<file path="src/sv/fnci_pkg.sv">
// Shared types and constants for the four-neighbor color interpolator.
package fnci_pkg;

  // Configuration register indexes
  localparam logic REG_IMAGE_WIDTH  = 1'b0;
  localparam logic REG_IMAGE_HEIGHT = 1'b1;

  localparam int unsigned REG_W = 13;
  localparam logic [REG_W-1:0] IMAGE_SIZE_RESET = 13'h1000;

  localparam int unsigned CHAN_W    = 8;
  localparam int unsigned NUM_CHANS = 4;
  localparam int unsigned NUM_CORNERS = 4;

  typedef struct packed {
    logic [19:0] x_position;
    logic [19:0] y_position;
    logic [31:0] pixel_top_left;
    logic [31:0] pixel_top_right;
    logic [31:0] pixel_bottom_right;
    logic [31:0] pixel_bottom_left;
  } in_item_t;

  typedef struct packed {
    logic [31:0] blended_color;
    logic        no_weight;
  } out_item_t;

endpackage

</file>
<file path="src/sv/fnci_div_pipe.sv">
// Pipelined restoring divider, one bit of the 8-bit quotient per stage.
module fnci_div_pipe #(
  parameter int unsigned FRAC_BITS = 8
) (
  input  logic                    clk_i,
  input  logic                    en_i,
  input  logic [3*FRAC_BITS+12:0] num_i,
  input  logic [3*FRAC_BITS+4:0]  den_i,
  output logic [fnci_pkg::CHAN_W-1:0] quo_o
);

  localparam int unsigned NW = 3 * FRAC_BITS + 13;
  localparam int unsigned TW = 3 * FRAC_BITS + 5;
  localparam int unsigned QW = fnci_pkg::CHAN_W;

  logic [NW-1:0] rem_q [QW];
  logic [TW-1:0] den_q [QW];
  logic [QW-1:0] quo_q [QW];

  for (genvar k = 0; k < QW; k++) begin : g_stage
    logic [NW-1:0] prem, shd, rem_d;
    logic [TW-1:0] pden;
    logic [QW-1:0] pquo, quo_d;

    if (k == 0) begin : g_first
      assign prem = num_i;
      assign pden = den_i;
      assign pquo = '0;
    end else begin : g_next
      assign prem = rem_q[k-1];
      assign pden = den_q[k-1];
      assign pquo = quo_q[k-1];
    end

    // compare against divisor shifted to this quotient bit
    always_comb begin
      shd   = NW'(pden) << (QW - 1 - k);
      rem_d = prem;
      quo_d = pquo;
      if (prem >= shd) begin
        rem_d = prem - shd;
        quo_d[QW-1-k] = 1'b1;
      end
    end

    always_ff @(posedge clk_i) begin
      if (en_i) begin
        rem_q[k] <= rem_d;
        den_q[k] <= pden;
        quo_q[k] <= quo_d;
      end
    end
  end

  assign quo_o = quo_q[QW-1];

endmodule

</file>
<file path="config.mk">
export PLATFORM = sky130hd
export DESIGN_NAME = fnci_div_pipe
export DESIGN_NICKNAME = d
export VERILOG_FILES = /design/src/sv/fnci_pkg.sv /design/src/sv/fnci_div_pipe.sv
export SDC_FILE = /design/constraint.sdc
export NUM_CORES = 1
export LEC_CHECK = 0
export ABC_AREA = 1
export BUFFER_PORTS_ARGS = -buffer_cell sky130_fd_sc_hd__buf_2
export CELL_PAD_IN_SITES_DETAIL_PLACEMENT = 1
export CELL_PAD_IN_SITES_GLOBAL_PLACEMENT = 1
export CORE_MARGIN = 2
export CORE_UTILIZATION = 48
export CTS_CLUSTER_SIZE = 28
export DETAILED_ROUTE_END_ITERATION = 10
export PLACE_DENSITY_LB_ADDON = 0.1
export SYNTH_ARGS = -nofsm -noshare
export SYNTH_HDL_FRONTEND = slang
export SYNTH_SLANG_ARGS = --single-unit
</file>
<file path="constraint.sdc">
create_clock -name clk_i -period 3.55 [get_ports clk_i]
set_clock_uncertainty 0.2 [all_clocks]
set_input_delay 0.355 -clock clk_i [delete_from_list [all_inputs] [get_ports clk_i]]
set_output_delay 0.355 -clock clk_i [all_outputs]
set_load 0.02 [all_outputs]
</file>
==> flow_summary.yaml <==
power:
  cellLeakagePower_nw: 20.1
  power_mw: 29.2
  p_seq_share_pct: 32.4
  clkPwrFrac_pct: 21.7
  combPwrFrac_pct: 45.9
  powerDensity_nw_per_um2: 734
  power_switching_share_pct: 45.2
  switchingPower_mw: 13.2
  irDropWorstVdd_mv: 0.487
  internal_power_mw: 16.0
status:
  status: "finished, final reports clean"
logic_synthesis:
  synth.top_cells.by_count: "nand2_1 (1,768), inv_1 (895), edfxtp_1 (498)"
  avgSynthCellArea_um2: 7.38
  synth_nets: 5109
  yosysWarnings: 0
  synthArstFlopShare_pct: 0
  ys_ff_latch: 498
  yosysSeqAreaShare_pct: 42.2
  netlist_area_um2: 35500
  synth_top_area_share_pct: 42.2
  yosys.area.top_type: "edfxtp_1"
  synth.distinct_cells: 39
  synthCells: 4802
  yosys-top-cells-area: "edfxtp_1 (42%), nand2_1 (19%), inv_1 (9.5%)"
  synthFlopType: "edfxtp_1"
  synthMostInstantiatedCell: "nand2_1"
  synth_edf_count: 498
route:
  num_vias: 33200
  drt_pass1_iterations: 5
  drtIter0Drc: 2244
  totalWireLength_um: 139000
  drc: 0
  via_per_inst: 5.52
  drtAntennaViolNets: 0
  wire_per_inst_um: 23.1
sta:
  fmax_mhz: 295
  fin_crit_sh_pct: 95.6
  setup_tns_ns: 0
  hold_viol: 0
  rsz0062_at_grt: "false"
  drv_slew: 0
  setup_viol: 0
  worst-slew-pin-transition_ns: 0.798
  worst_slack_ns: 0.156
  relSlewSlack_pct: 46.2
  min_period_ns: 3.39
cts:
  clk_pin_slew_worst_paths_ns: 0.07
  post_cts_buffers: 0
  cts_made_buffers: 57
  tritoncts: "done"
  clk_latency_ns: 0.67
  clkSinkCount: 498
  cts-root-buf: "clkbuf_16"
  ctsHoldBuffers: 67
  htreeDepth: 2
  clockBufferDepth: 3
  post_cts_resized: 0
setup_path:
  cp-end-kind: "register"
  arrival_ns: 3.61
  cp.required_ns: 3.77
  crit_fanout: 24
  start_kind: "register"
  crit_type: "reg2reg"
global_route:
  track_usage_pct: 36.5
  grt_use_met1_pct: 39.4
  first_global_vias: 35000
  grt_start_max_net_pins: 87
  overflow: 0
  grt_use_met3_pct: 5.05
  antenna_found_initial: 4
  grt_pass1_wl_um: 207000
  met2_usage_pct: 66.5
  grt_busiest_layer: "met2"
placement:
  place_ws_ns: 0.259
  dp_hpwl_um: 110000
  io_buffers: 75
  gp_congestion: 0.970
  dpl_cell_area_um2: 37200
  place_inst: 5841
die:
  io_pins: 76
  die_width_um: 276
  rows: 99
  die_y_um: 276
  coreArea_um2: 73100
  dieArea_um2: 76100
  start_util_pct: 48.5
flow_run:
  drv_cap: 0
finish:
  fin_cells: 6018
  register_area_um2: 15000
  area_delta_synth_final_pct: 12.4
  final_layout_size_suffix_gt1_share_pct: 5.24
  final_cell_area_um2: 39800
  fillers: 9335
  multi_input_area_um2: 16800
  nets: 5315
worst_hold_path:
  min_path_type: "reg2reg"
==> power by group through the flow <==
stage / Sequential (mW) / Clock [mW] / Combinational (mW)
CTS: 9.44 / 6.32 / 13.2
detailed placement: 9.55 / 0 / 12.9
global placement: 9.52 / 0 / 12.6
finish: 9.47 / 6.35 / 13.4
global route: 9.51 / 6.57 / 14.9
floorplan: 8.80 / 0 / 8.86
==> flip-flops by register name, indices dropped and copies added, names as in the netlist <==
name and flops:
rem_q 259, den_q 203, quo_q 36
==> cell type report <==
type,count,share of cell area (%)
Multi-Input combinational cell,3357,42.1
Sequential cell,498,37.5
Inverter,905,8.54
Timing Repair Buffer,189,3.91
Clock buffer,65,3.66
Tap cell,959,3.01
Clock inverter,41,1.25
Antenna cell,4,0.0251
==> cell usage in the layout (no fill, tap or decap), types with 8 or more instances in the layout <==
cell type,instances
o21ai_0,124
o21ai_1,11
a21oi_1,216
clkinvlp_4,8
ha_1,232
inv_1,895
nand3_1,277
nor3_1,47
buf_12,12
nand3b_1,27
nor2_2,12
edfxtp_1,498
xor2_1,104
clkinv_2,8
nor2_1,378
clkbuf_16,57
nand4_1,75
a21oi_2,8
clkinv_1,9
dlygate4sd3_1,67
nand2_2,10
clkbuf_1,8
buf_2,74
buf_4,35
nand2_1,1768
bufinv_16,8
inv_2,8
o21bai_1,12
==> logic make-up after synthesis <==
family,Yosys count,share of synthesized area (%)
xor+xnor,111,2.74
flops,498,42.2
fa+ha+maj,239,8.58
buf+inv,947,10.6
compound gates,383,5.66
simple gates,2624,30.3
==> metal layers <==
metal,share of wire [%],up-vias
li1,-,15700
met2,50,1080
met3,4.8,430
met1,37,16000
met5,0.0079,-
met4,7.8,2
==> worst paths after layout <==
path / from / to / slack [ns] / cells past startpoint
max reg2reg: den_q[5][0] / rem_q[6][8] / 0.16 / 14
max: den_q[5][0] / rem_q[6][8] / 0.16 / 14
min: quo_q[0][29] / quo_q[1][5] / 0.23 / 0
min reg2reg: quo_q[0][29] / quo_q[1][5] / 0.23 / 0
==> worst max-delay path, cell delays in order (launching register included) <==
cell and delay (ns):
edfxtp_1 0.47, ha_1 0.22, inv_1 0.09, fa_1 0.50
nand3_1 0.13, nand3_1 0.18, nand3_1 0.12, nand3_1 0.20
nand2_1 0.12, nand2_1 0.09, nand2_1 0.09, nand2_2 0.19
buf_4 0.31, nand2_1 0.14, nand2_1 0.08
==> metrics by stage <==
step	hold slack (ns)	util, %
after floorplan	0.200	-
after global placement	0.200	50.9
after detailed placement	0.206	50.9
after CTS	0.199	54.5
after global routing	0.222	54.5
final	0.228	54.5
No activity file was read; power rests on OpenSTA's default activity.
