--- src/sv/fnci_sqrt_pipe.sv ---
// Pipelined integer square root, one root bit per stage.
module fnci_sqrt_pipe #(
  parameter int unsigned FRAC_BITS = 8
) (
  input  logic                   clk_i,
  input  logic                   en_i,
  input  logic [2*FRAC_BITS+1:0] sq_i,
  output logic [FRAC_BITS:0]     root_o
);

  localparam int unsigned NS  = FRAC_BITS + 1;
  localparam int unsigned SQW = 2 * FRAC_BITS + 2;
  localparam int unsigned RTW = FRAC_BITS + 1;
  localparam int unsigned RW  = FRAC_BITS + 4;

  logic [RTW-1:0] root_q [NS];
  logic [RW-1:0]  rem_q  [NS];
  logic [SQW-1:0] rad_q  [NS];

  for (genvar k = 0; k < NS; k++) begin : g_stage
    logic [RTW-1:0] prt;
    logic [RW-1:0]  prem;
    logic [SQW-1:0] prad;
    logic [RW-1:0]  cur, trial;
    logic [RTW-1:0] root_d;
    logic [RW-1:0]  rem_d;

    if (k == 0) begin : g_first
      assign prt  = '0;
      assign prem = '0;
      assign prad = sq_i;
    end else begin : g_next
      assign prt  = root_q[k-1];
      assign prem = rem_q[k-1];
      assign prad = rad_q[k-1];
    end

    // bring down two radicand bits and try the next root bit
    always_comb begin
      cur   = {prem[RW-3:0], prad[SQW-1 -: 2]};
      trial = {1'b0, prt, 2'b01};
      if (cur >= trial) begin
        rem_d  = cur - trial;
        root_d = {prt[RTW-2:0], 1'b1};
      end else begin
        rem_d  = cur;
        root_d = {prt[RTW-2:0], 1'b0};
      end
    end

    always_ff @(posedge clk_i) begin
      if (en_i) begin
        root_q[k] <= root_d;
        rem_q[k]  <= rem_d;
        rad_q[k]  <= {prad[SQW-3:0], 2'b00};
      end
    end
  end

  assign root_o = root_q[NS-1];

endmodule

--- config.mk ---
export PLATFORM = sky130hd
export DESIGN_NAME = fnci_sqrt_pipe
export DESIGN_NICKNAME = d
export VERILOG_FILES = /design/src/sv/fnci_sqrt_pipe.sv
export SDC_FILE = /design/constraint.sdc
export NUM_CORES = 1
export LEC_CHECK = 0
export BUFFER_PORTS_ARGS = -buffer_cell sky130_fd_sc_hd__buf_2
export CORE_ASPECT_RATIO = 0.75
export CORE_MARGIN = 5
export CORE_UTILIZATION = 50
export CTS_CLUSTER_DIAMETER = 80
export DETAILED_ROUTE_END_ITERATION = 10
export PLACE_DENSITY = 0.66
export SYNTH_ARGS = -nofsm -noshare
export SYNTH_HDL_FRONTEND = slang
export SYNTH_SLANG_ARGS = --single-unit
--- constraint.sdc ---
create_clock -name clk_i -period 2.7 [get_ports clk_i]
set_clock_uncertainty 0.2 [all_clocks]
set_input_delay 0 -clock clk_i [delete_from_list [all_inputs] [get_ports clk_i]]
set_output_delay 0 -clock clk_i [all_outputs]
set_load 0.01 [all_outputs]
==> reports/summary.txt <==
final-report setup violation count - 0
global-route congestion overflow total - 0
latest clock arrival within the worst-skew pair - 0.43 ns
class of the most critical hold timing path - primary input to flip-flop
Clk Tree Root Cell - sky130_fd_sc_hd__clkbuf_16
y dimension of the die - 124 microns
area share of the largest cell type after synthesis - 65.4%
startpoint kind of the worst setup timing path - flip-flop
Routed Antenna Nets - 0
standby leakage power - 3.93 nW
post-synthesis area per instance - 14.2 sq um
remaining design rule violation count - 0
critical path, cell by cell - ha_1, nand2_1, a21oi_1, a311o_1, a21o_2, mux2_4
adder and majority gate portion of the synthesized area - 7.46%
maximum number of pins on one net before global-route repair - 65
number of CTS-inserted buffers - 17
routed wire length - 13,700 microns
area of the multi-input gates - 0.00275 sq mm
highest ir drop seen on vdd - 0.436 mV
final count of pins violating max slew - 0
maximum single-stage delay on the critical path - 0.41 ns
unrepaired setup endpoints after global routing - false
Clock Sink Count - 190
number of storage elements in the synthesis netlist - 190
cell type with the largest total area after synthesis - sky130_fd_sc_hd__edfxtp_1
wire length of the first global-routing pass - 23,400 microns
average vias per placed instance - 5.18
total of max-cap violations - 0
result of the run - completed
buffers inserted by post-CTS timing repair - 0
pre-CTS setup slack - -0.0405 ns
number of antenna violations at the first check in global routing - 0
clock share of power - 34.7%
biggest area contributors in the synthesized netlist - sky130_fd_sc_hd__edfxtp_1 65%, sky130_fd_sc_hd__ha_1 7.5%, sky130_fd_sc_hd__inv_1 2.5%, sky130_fd_sc_hd__xnor2_1 2.0%, sky130_fd_sc_hd__xor2_1 1.7%
required time of the critical path - 2.68 ns
min cycle time layout - 2.54 ns
die span in x - 162 microns
Placement Rows - 41
routability congestion estimate - 0.859
Post-Syn Instances - 615
placed standard-cell area - 0.00918 sq mm
antenna fix cells - 0
HPWL reported at the end of detailed placement - 9430 microns
CP Class - flip-flop to flip-flop
synthesis warning total - 0
CTS H-tree depth - 4
Critical path destination - rem_q[0][86]
Pint - 5.48 mW
cell area after technology mapping - 0.00872 sq mm
Fmax achieved - 0.394 GHz
placeable core region - 0.0170 sq mm
cell type of the slowest stage on the worst timing path - sky130_fd_sc_hd__edfxtp_1
synthesis-to-finish area growth - 14.7%
global routing usage summed across all routing layers - 14.5%
headroom to the max-slew limit - 48.1%
Register Area - 0.00571 sq mm
worst flop-to-flop path endpoint - rem_q[0][86]
share of flip-flops with an asynchronous set or reset after synthesis - 0%
parity-gate share of the synthesized area counting xor and xnor cells - 3.90%
setup slack on the worst flop-to-flop path - 0.16 ns
final worst hold slack - 0.0694 ns
Via Count - 4,815
worst endpoint data arrival time - 2.52 ns
number of top-level pins - 29
Starting DRT DRC Count - 353
CP Max Fanout - 10
net count of the mapped netlist - 687
Worst Max-Slew Pin Slew - 0.774 ns
Non-Filler Cell Area, Final - 0.0100 sq mm
setup ws final - 0.164 ns
Filler Cell Count - 1,308
main flop type after synthesis - sky130_fd_sc_hd__edfxtp_1
Critical path origin - rem_q[0][75]
number of enable flip-flop cells after synthesis - 190
area of the die - 0.0202 sq mm
layout cells sized above 1 - 14.7%
power per cell area - 727 mW/mm^2
cell count of the worst reg-to-reg path - 6
via count of the first global-routing pass - 4,779
nets@finish - 754
initial standard-cell utilization of the core - 51.4%
compound-gate portion of the synthesized area - 8.90%
Seq/Total Area, Yosys - 65.4%
category of the worst setup path capture point - flip-flop
count of input and output buffers - 28
mean routed wirelength per cell - 14.8 microns
clk buf depth - 2
post-synthesis simple-gate area fraction - 8.42%
combinational fraction of design power - 13.7%
final number of hold-violating endpoints - 0
count of different cell masters after synthesis - 63
clock tree from TritonCTS - yes
main combinational cell family by area after synthesis - compound AO/OA/AOI/OAI gates
portion of total power attributed to sequential cells - 51.6%
Clock Pin Slew Worst Setup and Hold Paths - 0.07 ns
R2R Path Start - rem_q[0][75]
first-pass iteration count of the detailed router - 4
switching power total - 1.80 mW
share of the clock period used by the worst path - 93.9%
multiplexer share of the synthesized area - 2.67%
fraction of power spent switching nets - 24.7%
-- power groups by stage --
| stage | clock network (mW) | registers, mW | logic [mW] |
|---|---|---|---|
| after floorplan | 0 | 3.77 | 0.715 |
| after global placement | 0 | 3.80 | 0.921 |
| after detailed placement | 0 | 3.82 | 0.957 |
| after CTS | 2.58 | 3.75 | 0.989 |
| after global routing | 2.72 | 3.78 | 1.12 |
| final | 2.53 | 3.75 | 0.998 |
-- worst max-delay path: cells and delay by family (launching register included) --
| kind | cells | cell delay, ns |
|---|---|---|
| fa+ha+maj | 1 | 0.40 |
| flops | 1 | 0.41 |
| mux | 1 | 0.34 |
| simple gates | 1 | 0.14 |
| compound gates | 3 | 0.80 |
-- cell usage after synthesis (all sizes together), types with 2 or more instances --
library cell,n
nor2,32
buf,6
edfxtp,190
mux2i,3
nand3b,3
a21o,10
nand2,24
nor4,10
o31a,2
a211oi,4
nand4,6
o211ai,4
nor2b,10
mux2,16
and2,5
a21oi,28
nand3,10
xnor2,21
xor2,17
and3,3
a31oi,3
nor3,12
o21a,18
o211a,2
o21ai,27
or2,2
ha,52
or3,3
inv,59
o31ai,7
nand2b,8
a21boi,3
-- cells by family after synthesis --
kind of cell,count (synthesis)
buf+inv,66
mux,19
other cells,1
flops,190
simple gates,134
xor+xnor,38
fa+ha+maj,52
compound gates,115
-- final cells by class --
cell class	instances	area share, %
inverter	59	2.21
tap	236	2.95
sequential	190	57.0
clock buffer	17	4.25
clock inverter	13	1.78
multi-input combinational	359	27.5
timing repair buffer	55	4.24
-- state kept, by name, summed over array words and instances (netlist names) --
register and flops:
rad_q 72, rem_q 73, root_q 45
-- worst min-delay path by stage --
stage          cells after the start     start            to  slack [ns]
2_1_floorplan                      0   sq_i[0]   rad_q[0][0]       -0.10
3_3_place_gp                       1   sq_i[9]   rad_q[0][9]       -0.02
3_5_place_dp                       1   sq_i[8]   rad_q[0][8]       -0.02
4_1_cts                            2  sq_i[10]  rad_q[0][10]        0.05
5_1_grt                            2   sq_i[9]   rad_q[0][9]        0.06
6_report                           2   sq_i[9]   rad_q[0][9]        0.07
-- layer usage --
metal | GRT usage [%] | vias to the layer above | share of wire [%]
met1 | 21.2 | 2279 | 50
li1 | - | 2421 | -
met2 | 21.2 | 101 | 44
met4 | 4.38 | 0 | 1.2
met5 | 0 | - | 0
met3 | 3.97 | 14 | 4.6
-- per-stage QoR --
step | setup TNS (ns) | std cells | utilization [%] | power (mW)
5_1_grt | 0 | 929 | 58.9 | 7.62
3_5_place_dp | -0.0718 | 879 | 54.1 | 4.77
4_1_cts | 0 | 929 | 58.8 | 7.32
2_1_floorplan | 0 | 615 | - | 4.49
6_report | 0 | 929 | 58.9 | 7.28
3_3_place_gp | 0 | 879 | 54.1 | 4.72
-- repair_timing --
action	4_1_cts	5_1_grt
endpoints found under the setup margin	2	7
hold endpoints to repair	80	0
gates resized for setup	1	2
hold buffers	20	0
-- layout by cell type, fill, tap and decap left out, types with 9 or more instances in the layout --
cell                            Yosys  layout
sky130_fd_sc_hd__nor3_1            12      12
sky130_fd_sc_hd__clkbuf_16          0      17
sky130_fd_sc_hd__inv_1             59      59
sky130_fd_sc_hd__ha_1              52      52
sky130_fd_sc_hd__nor2b_1           10      10
sky130_fd_sc_hd__xnor2_1           20      20
sky130_fd_sc_hd__nor2_1            30      30
sky130_fd_sc_hd__o21a_1            18      18
sky130_fd_sc_hd__dlygate4sd3_1      0      20
sky130_fd_sc_hd__nand2_1           24      24
sky130_fd_sc_hd__mux2_2            10      10
sky130_fd_sc_hd__nand3_1            9       9
sky130_fd_sc_hd__a21o_1            10       9
sky130_fd_sc_hd__a21oi_1           26      26
sky130_fd_sc_hd__o21ai_0           24      24
sky130_fd_sc_hd__buf_2              2      27
sky130_fd_sc_hd__xor2_1            17      17
sky130_fd_sc_hd__nor4_1             9       9
sky130_fd_sc_hd__edfxtp_1         190     190
Note: power is estimated with default switching activity, not from simulation.
